===== src/rtl/sefd_pkg.sv =====
package sefd_pkg;

   localparam int unsigned ByteWidth = 8;
   localparam int unsigned SevenWidth = 7;
   localparam int unsigned StatusWidth = 3;
   localparam int unsigned CsrIndexWidth = 3;
   localparam int unsigned RspDataWidth = 48;

   localparam logic [CsrIndexWidth-1:0] REG_START_CODE = 3'd0;
   localparam logic [CsrIndexWidth-1:0] REG_END_CODE = 3'd1;
   localparam logic [CsrIndexWidth-1:0] REG_SECURE_OPCODE = 3'd2;
   localparam logic [CsrIndexWidth-1:0] REG_PLAIN_LOW = 3'd3;
   localparam logic [CsrIndexWidth-1:0] REG_PLAIN_HIGH = 3'd4;

   localparam logic [ByteWidth-1:0] START_CODE_RESET = 8'd2;
   localparam logic [ByteWidth-1:0] END_CODE_RESET = 8'd3;
   localparam logic [ByteWidth-1:0] SECURE_OPCODE_RESET = 8'd181;
   localparam logic [ByteWidth-1:0] PLAIN_LOW_RESET = 8'd128;
   localparam logic [ByteWidth-1:0] PLAIN_HIGH_RESET = 8'd182;

   localparam logic [StatusWidth-1:0] STATUS_OK = 3'd0;
   localparam logic [StatusWidth-1:0] STATUS_BAD_CHECKSUM = 3'd1;
   localparam logic [StatusWidth-1:0] STATUS_TOO_SHORT = 3'd2;
   localparam logic [StatusWidth-1:0] STATUS_TOO_LONG = 3'd3;
   localparam logic [StatusWidth-1:0] STATUS_SECURE = 3'd4;

   localparam logic KIND_DATA = 1'b0;
   localparam logic KIND_REPORT = 1'b1;

   localparam logic [ByteWidth-1:0] CHECKSUM_TOP_BIT = 8'h80;

   typedef enum logic [2:0] {
      PH_IDLE,
      PH_ADDR0,
      PH_ADDR1,
      PH_ADDR2,
      PH_OPCODE,
      PH_DATA
   } phase_type;

   typedef struct packed {
      logic [ByteWidth-1:0] start_code;
      logic [ByteWidth-1:0] end_code;
      logic [ByteWidth-1:0] secure_opcode;
      logic [ByteWidth-1:0] plain_opcode_low;
      logic [ByteWidth-1:0] plain_opcode_high;
   } cfg_type;

   typedef struct packed {
      logic                   out_kind;
      logic [SevenWidth-1:0]  payload_byte;
      logic [SevenWidth-1:0]  addr_first;
      logic [SevenWidth-1:0]  addr_second;
      logic [SevenWidth-1:0]  addr_third;
      logic [ByteWidth-1:0]   frame_opcode;
      logic [ByteWidth-1:0]   payload_count;
      logic [StatusWidth-1:0] frame_status;
   } result_type;

endpackage


===== src/rtl/sefd_csr.sv =====
module sefd_csr (
   input  logic                                clock,
   input  logic                                reset,
   input  logic                                csr_wr_en,
   input  logic [sefd_pkg::CsrIndexWidth-1:0]  csr_index,
   input  logic [sefd_pkg::ByteWidth-1:0]      csr_wdata,
   output sefd_pkg::cfg_type                   cfg
);
   import sefd_pkg::*;

   cfg_type cfg_ff;
   cfg_type cfg_in;

   always_comb begin
      cfg_in = cfg_ff;
      if (csr_wr_en) begin
         unique case (csr_index)
            REG_START_CODE:    cfg_in.start_code = csr_wdata;
            REG_END_CODE:      cfg_in.end_code = csr_wdata;
            REG_SECURE_OPCODE: cfg_in.secure_opcode = csr_wdata;
            REG_PLAIN_LOW:     cfg_in.plain_opcode_low = csr_wdata;
            REG_PLAIN_HIGH:    cfg_in.plain_opcode_high = csr_wdata;
            default:           cfg_in = cfg_ff;
         endcase
      end
   end

   always_ff @(posedge clock) begin
      if (reset) begin
         cfg_ff.start_code <= START_CODE_RESET;
         cfg_ff.end_code <= END_CODE_RESET;
         cfg_ff.secure_opcode <= SECURE_OPCODE_RESET;
         cfg_ff.plain_opcode_low <= PLAIN_LOW_RESET;
         cfg_ff.plain_opcode_high <= PLAIN_HIGH_RESET;
      end else begin
         cfg_ff <= cfg_in;
      end
   end

   assign cfg = cfg_ff;

endmodule


===== src/rtl/sefd_core.sv =====
module sefd_core #(
   parameter int unsigned MAX_PAYLOAD = 255
) (
   input  logic                            clock,
   input  logic                            reset,
   input  sefd_pkg::cfg_type               cfg,
   input  logic                            take,
   input  logic [sefd_pkg::ByteWidth-1:0]  rx_byte,
   output logic                            result_valid,
   output sefd_pkg::result_type            result
);
   import sefd_pkg::*;

   // counter is 8 bits wide, so the limit caps at 255
   localparam logic [ByteWidth-1:0] CountLimit =
      (MAX_PAYLOAD > 255) ? 8'd255 : ByteWidth'(MAX_PAYLOAD);

   phase_type              phase_ff, phase_in;
   logic [ByteWidth-1:0]   xor_ff, xor_in;
   logic [ByteWidth-1:0]   held_ff, held_in;
   logic                   held_valid_ff, held_valid_in;
   logic [SevenWidth-1:0]  addr0_ff, addr0_in;
   logic [SevenWidth-1:0]  addr1_ff, addr1_in;
   logic [SevenWidth-1:0]  addr2_ff, addr2_in;
   logic [ByteWidth-1:0]   opcode_ff, opcode_in;
   logic [ByteWidth-1:0]   count_ff, count_in;
   logic                   ovf_ff, ovf_in;
   logic                   plain;
   logic [ByteWidth-1:0]   expected_sum;

   assign plain = (opcode_ff >= cfg.plain_opcode_low) &&
                  (opcode_ff <= cfg.plain_opcode_high) &&
                  (opcode_ff != cfg.secure_opcode);
   assign expected_sum = ~xor_ff | CHECKSUM_TOP_BIT;

   always_comb begin
      phase_in = phase_ff;
      xor_in = xor_ff;
      held_in = held_ff;
      held_valid_in = held_valid_ff;
      addr0_in = addr0_ff;
      addr1_in = addr1_ff;
      addr2_in = addr2_ff;
      opcode_in = opcode_ff;
      count_in = count_ff;
      ovf_in = ovf_ff;
      result_valid = 1'b0;
      result = '0;

      if (rx_byte == cfg.start_code) begin
         // start code wins anywhere, also mid-frame
         phase_in = PH_ADDR0;
         xor_in = '0;
         held_in = '0;
         held_valid_in = 1'b0;
         addr0_in = '0;
         addr1_in = '0;
         addr2_in = '0;
         opcode_in = '0;
         count_in = '0;
         ovf_in = 1'b0;
      end else if (phase_ff == PH_IDLE) begin
         phase_in = PH_IDLE;
      end else if (rx_byte == cfg.end_code) begin
         result_valid = 1'b1;
         result.out_kind = KIND_REPORT;
         result.addr_first = addr0_ff;
         result.addr_second = addr1_ff;
         result.addr_third = addr2_ff;
         result.frame_opcode = opcode_ff;
         result.payload_count = plain ? count_ff : '0;
         priority if (phase_ff != PH_DATA || !held_valid_ff) begin
            result.frame_status = STATUS_TOO_SHORT;
         end else if (held_ff != expected_sum) begin
            result.frame_status = STATUS_BAD_CHECKSUM;
         end else if (opcode_ff == cfg.secure_opcode) begin
            result.frame_status = STATUS_SECURE;
         end else if (ovf_ff) begin
            result.frame_status = STATUS_TOO_LONG;
         end else begin
            result.frame_status = STATUS_OK;
         end
         phase_in = PH_IDLE;
         xor_in = '0;
         held_in = '0;
         held_valid_in = 1'b0;
         addr0_in = '0;
         addr1_in = '0;
         addr2_in = '0;
         opcode_in = '0;
         count_in = '0;
         ovf_in = 1'b0;
      end else begin
         // the held byte is body; the new one waits in case it is the checksum
         if (held_valid_ff) begin
            xor_in = xor_ff ^ held_ff;
            unique case (phase_ff)
               PH_ADDR0: begin
                  addr0_in = held_ff[SevenWidth-1:0];
                  phase_in = PH_ADDR1;
               end
               PH_ADDR1: begin
                  addr1_in = held_ff[SevenWidth-1:0];
                  phase_in = PH_ADDR2;
               end
               PH_ADDR2: begin
                  addr2_in = held_ff[SevenWidth-1:0];
                  phase_in = PH_OPCODE;
               end
               PH_OPCODE: begin
                  opcode_in = held_ff;
                  phase_in = PH_DATA;
               end
               PH_DATA: begin
                  if (count_ff < CountLimit) begin
                     count_in = count_ff + 8'd1;
                     if (plain) begin
                        result_valid = 1'b1;
                        result.out_kind = KIND_DATA;
                        result.payload_byte = held_ff[SevenWidth-1:0];
                     end
                  end else begin
                     ovf_in = 1'b1;
                  end
               end
               default: phase_in = phase_ff;
            endcase
         end
         held_in = rx_byte;
         held_valid_in = 1'b1;
      end
   end

   always_ff @(posedge clock) begin
      if (reset) begin
         phase_ff <= PH_IDLE;
         xor_ff <= '0;
         held_ff <= '0;
         held_valid_ff <= 1'b0;
         addr0_ff <= '0;
         addr1_ff <= '0;
         addr2_ff <= '0;
         opcode_ff <= '0;
         count_ff <= '0;
         ovf_ff <= 1'b0;
      end else if (take) begin
         phase_ff <= phase_in;
         xor_ff <= xor_in;
         held_ff <= held_in;
         held_valid_ff <= held_valid_in;
         addr0_ff <= addr0_in;
         addr1_ff <= addr1_in;
         addr2_ff <= addr2_in;
         opcode_ff <= opcode_in;
         count_ff <= count_in;
         ovf_ff <= ovf_in;
      end
   end

endmodule


===== src/rtl/sefd_outbuf.sv =====
module sefd_outbuf (
   input  logic                                clock,
   input  logic                                reset,
   input  logic                                load,
   input  sefd_pkg::result_type                result,
   output logic                                space,
   output logic                                rsp_tvalid,
   input  logic                                rsp_tready,
   output logic [sefd_pkg::RspDataWidth-1:0]   rsp_tdata,
   output logic                                rsp_tuser
);
   import sefd_pkg::*;

   logic       valid_ff, valid_in;
   result_type data_ff;

   // a new transaction may enter while the held one is taken this cycle
   assign space = !valid_ff || rsp_tready;

   always_comb begin
      valid_in = valid_ff;
      if (rsp_tready) begin
         valid_in = 1'b0;
      end
      if (load) begin
         valid_in = 1'b1;
      end
   end

   always_ff @(posedge clock) begin
      if (reset) begin
         valid_ff <= 1'b0;
      end else begin
         valid_ff <= valid_in;
      end
   end

   always_ff @(posedge clock) begin
      if (load) begin
         data_ff <= result;
      end
   end

   assign rsp_tvalid = valid_ff;
   assign rsp_tuser = data_ff.out_kind;
   assign rsp_tdata = {1'b0, data_ff.frame_status, data_ff.payload_count,
                       data_ff.frame_opcode, data_ff.addr_third, data_ff.addr_second,
                       data_ff.addr_first, data_ff.payload_byte};

endmodule


===== src/rtl/stx_etx_frame_deframer_top.sv =====
// A registered result appears on rsp the cycle after the byte that causes it is accepted.
// Throughput: one byte per cycle if not stalled; per byte: compare, XOR, register update.
// The result register lets a new byte in while the held result is taken the same cycle.
// Reset (synchronous, active high): frame state idle and cleared, result register
// empty, configuration registers back to their default codes.
module stx_etx_frame_deframer_top #(
   parameter int unsigned MAX_PAYLOAD = 255
) (
   input  logic                                clock,
   input  logic                                reset,
   input  logic                                req_tvalid,
   output logic                                req_tready,
   input  logic [sefd_pkg::ByteWidth-1:0]      req_tdata,   // [7:0] rx_byte
   output logic                                rsp_tvalid,
   input  logic                                rsp_tready,
   // [6:0] payload_byte, [13:7] addr_first, [20:14] addr_second, [27:21] addr_third,
   // [35:28] frame_opcode, [43:36] payload_count, [46:44] frame_status, [47] zero
   output logic [sefd_pkg::RspDataWidth-1:0]   rsp_tdata,
   output logic                                rsp_tuser,   // [0] out_kind
   input  logic                                csr_wr_en,
   input  logic [sefd_pkg::CsrIndexWidth-1:0]  csr_index,
   input  logic [sefd_pkg::ByteWidth-1:0]      csr_wdata
);
   import sefd_pkg::*;

   cfg_type    cfg;
   result_type result;
   logic       result_valid;
   logic       space;
   logic       take;

   assign req_tready = space;
   assign take = req_tvalid && space;

   sefd_csr u_csr (
      .clock     (clock),
      .reset     (reset),
      .csr_wr_en (csr_wr_en),
      .csr_index (csr_index),
      .csr_wdata (csr_wdata),
      .cfg       (cfg)
   );

   sefd_core #(
      .MAX_PAYLOAD (MAX_PAYLOAD)
   ) u_core (
      .clock        (clock),
      .reset        (reset),
      .cfg          (cfg),
      .take         (take),
      .rx_byte      (req_tdata),
      .result_valid (result_valid),
      .result       (result)
   );

   sefd_outbuf u_outbuf (
      .clock      (clock),
      .reset      (reset),
      .load       (take && result_valid),
      .result     (result),
      .space      (space),
      .rsp_tvalid (rsp_tvalid),
      .rsp_tready (rsp_tready),
      .rsp_tdata  (rsp_tdata),
      .rsp_tuser  (rsp_tuser)
   );

endmodule

===== config.mk =====
export PLATFORM = sky130hd
export DESIGN_NAME = stx_etx_frame_deframer_top
export DESIGN_NICKNAME = d
export VERILOG_FILES = /design/src/rtl/sefd_pkg.sv /design/src/rtl/sefd_csr.sv /design/src/rtl/sefd_core.sv /design/src/rtl/sefd_outbuf.sv /design/src/rtl/stx_etx_frame_deframer_top.sv
export SDC_FILE = /design/constraint.sdc
export NUM_CORES = 1
export LEC_CHECK = 0
export ABC_AREA = 1
export BUFFER_PORTS_ARGS = -buffer_cell sky130_fd_sc_hd__buf_2
export CAP_MARGIN = 20
export CORE_MARGIN = 2
export CORE_UTILIZATION = 30
export DETAILED_ROUTE_END_ITERATION = 16
export PLACE_DENSITY = 0.44
export SLEW_MARGIN = 20
export SYNTH_ARGS = -nofsm -noshare
export SYNTH_HDL_FRONTEND = slang
export SYNTH_SLANG_ARGS = --single-unit

===== constraint.sdc =====
create_clock -name clock -period 3.45 [get_ports clock]
set_input_delay 0.345 -clock clock [delete_from_list [all_inputs] [get_ports clock]]
set_output_delay 0.345 -clock clock [all_outputs]
set_load 0.03 [all_outputs]

==> out/qor.yml <==
outcome: "complete, no violations"
fillers: 2462
antenna_found_initial: 0
drt_wl_total_mm: 17.5
gp_congestion: 0.778
layout_min_cycle_time_ns: 2.52
portBuffers: 73
dp.cells: 1209
num-nets-final: 984
hold_buffers: 0
drt_iter0_drc: 353
synth_seq_cells: 146
fin_crit_sh_pct: 73.0
seqPwrFrac_pct: 43.5
cts_resized: 0
numCtsBuffers: 17
start_util_pct: 30.4
antenna_left: 0
cap_violations: 0
die-area_um2: 24100
area_growth_pct: 17.8
slowest_delay_ns: 0.44
leakage_nw: 3.62
grt_remaining_overflow: 0
hold_path.class: "primary input to register"
cp_cell_sequence: "xnor2_1 > nand2_1 > nor2_1 > nand2_1 > nand3_1 > nand2_1 > nor2_1 > nand2_1 > nand2_1 > nor2_1"
yosys.cell_types.count: 38
cp-end-kind: "register"
synth.most_common_cell: "nand2_1"
cts_setup_buffers: 0
setup_violations: 0
synth_nets: 912
post_drt_wl_per_cell_um: 14.1
busiest_layer: "met2"
clkTransAtPathRegs_ns: 0.06
cp_common_cell: "nand2_1"
ys_seq_area_share_pct: 49.6
irDropWorstVdd_v: 0.000320
post-place-ws_ns: 0.799
final_area_um2: 8080
p_sw_share_pct: 28.7
drc: 0
slew_violations: 0
synth.top_cell.area_share_pct: 28.6
cts_num_sinks: 146
cts_tree: "built"
synth_ff_type: "dfxtp_1"
dpl.hpwl_mm: 12.9
gr-usage-met1_pct: 21.7
synth_area_leader_cell: "dfxtp_1"
required_ns: 3.77
grt_pass1_wl_mm: 28.2
postSynthCellCount: 871
place_area_um2: 7480
synthArstFlopShare_pct: 0
layout-drive-gt1-share_pct: 14.1
cts_root_buffer: "clkbuf_16"
yosys-top-cells-count: "nand2_1 (195), nor2_1 (163), inv_1 (122)"
path_class: "register to register"
firstDrtPassIters: 5
ctsLongestPathBuffers: 2
cellInternalPower_w: 0.00308
core-area_um2: 22600
die_h_um: 155
rsz0062_at_grt: "false"
startpoint_type: "register"
grt_util_met2_pct: 23.0
p_per_area_nw_per_um2: 534
grt_usage_pct: 15.1
dieWidth_um: 155
h-tree-depth: 4
grt_pass1_vias: 5201
yosysWarnings: 0
relSlewSlack_pct: 58.6
netlist_area_um2: 6860
via_per_inst: 4.38
switchingPower_w: 0.00124
pin_count: 75
p_comb_share_pct: 12.3
num_rows: 55
fmax_ghz: 0.397
synth-edff-count: 48
fin_ws_ns: 0.933
synth_area_leaders: "dfxtp_1 (29%), edfxtp_1 (21%), nand2_1 (11%)"
grt_max_degree: 59
tns_ns: 0
worstMarginPinSlew_ns: 0.619
whs_ns: 0.216
grt.met3_usage_pct: 3.45
instances_no_fill: 1241
hold_violations: 0
antenna_cells: 0
postSynthAreaPerCell_um2: 7.88
finClkSkew_ns: 0.0171
arrival_ns: 2.84
crit_fanout: 12
vias: 5431
clock_latency_ns: 0.43
clockPowerShare_pct: 44.3
crit_slowest_cell: "nor2_1"
## metrics by stage
stage               power, W  utilization, %
CTS                  0.00438            35.8
global route         0.00452            35.8
floorplan            0.00230               -
detailed placement   0.00245            33.1
global placement     0.00245            33.1
finish               0.00432            35.8
## cell families (layout without fill, tap and decap cells)
family | Yosys count | after routing | synth area share [%]
DFF | 146 | 146 | 49.6
AOI/OAI and AO/OA | 112 | 112 | 8.99
buffers and inverters | 152 | 237 | 9.45
and+or+nand+nor | 427 | 427 | 26.8
adders and majority gates | 17 | 17 | 3.10
other | 1 | 1 | 0.0547
xor gates and xnor gates | 16 | 16 | 2.04
## metal layers
layer	routed length, um	vias up
li1	-	2893
met1	9050	2434
met2	7700	94
met3	588	10
met4	141	0
met5	0	-
## power by group through the flow
stage,logic (W),registers (W),clock network [W]
floorplan,0.000417,0.00189,0
global placement,0.000540,0.00191,0
CTS,0.000538,0.00188,0.00196
global route,0.000600,0.00188,0.00204
finish,0.000530,0.00188,0.00191
detailed placement,0.000536,0.00191,0
## cell usage in the layout, fill, tap and decap left out, types with 2 or more instances in the layout
| cell type | n |
|---|---|
| nand2_1 | 195 |
| nor2_1 | 163 |
| inv_1 | 121 |
| dfxtp_1 | 98 |
| buf_2 | 73 |
| a21oi_1 | 54 |
| edfxtp_1 | 48 |
| o21ai_0 | 39 |
| nand3_1 | 35 |
| ha_1 | 17 |
| clkbuf_16 | 17 |
| o211ai_1 | 13 |
| nand4_1 | 10 |
| xnor2_1 | 10 |
| inv_6 | 7 |
| xor2_1 | 6 |
| nand2_4 | 5 |
| nor3_1 | 4 |
| inv_2 | 4 |
| nor2_4 | 4 |
| inv_8 | 4 |
| buf_4 | 4 |
| o21a_1 | 3 |
| nor2_2 | 3 |
| nor2_8 | 2 |
| bufinv_16 | 2 |
| buf_12 | 2 |
## critical path: cells and delay by family (launching register included)
family | cells | cell delay, ns
and+or+nand+nor | 9 | 1.90
DFF | 1 | 0.36
xor gates and xnor gates | 1 | 0.13
## worst paths after layout
path	from	endpoint	slack [ns]	cells after the start
min	req_tdata[4]	u_core.held_ff[4]	0.22	3
min reg2reg	u_csr.cfg[12]	u_csr.cfg[12]	0.46	2
max reg2reg	u_csr.cfg[24]	u_core.count_ff[2]	0.93	10
max	u_csr.cfg[24]	u_core.count_ff[2]	0.93	10
## flip-flops by register name, indices dropped and copies added (netlist names)
name and flops:
u_core.xor_ff 7, u_core.held_valid_ff 1, u_outbuf.rsp_tuser 1, u_csr.cfg 40
u_core.held_ff 8, u_core.phase_ff 3, u_core.count_ff 8, u_outbuf.rsp_tdata 47
u_outbuf.rsp_tvalid 1, u_core.opcode_ff 8, u_core.addr2_ff 7, u_core.addr1_ff 7
u_core.addr0_ff 7, u_core.ovf_ff 1
## area by class of cell
cell class	count	area, um^2	area share (%)
multi-input cells	573	2810	34.8
inverters	126	473	5.85
repair buffers	79	435	5.39
clock buffers	17	425	5.26
flip-flops and latches	146	3400	42.1
clock inverters	15	180	2.23
well taps	285	357	4.41
No activity file was read; power rests on OpenSTA's default activity.
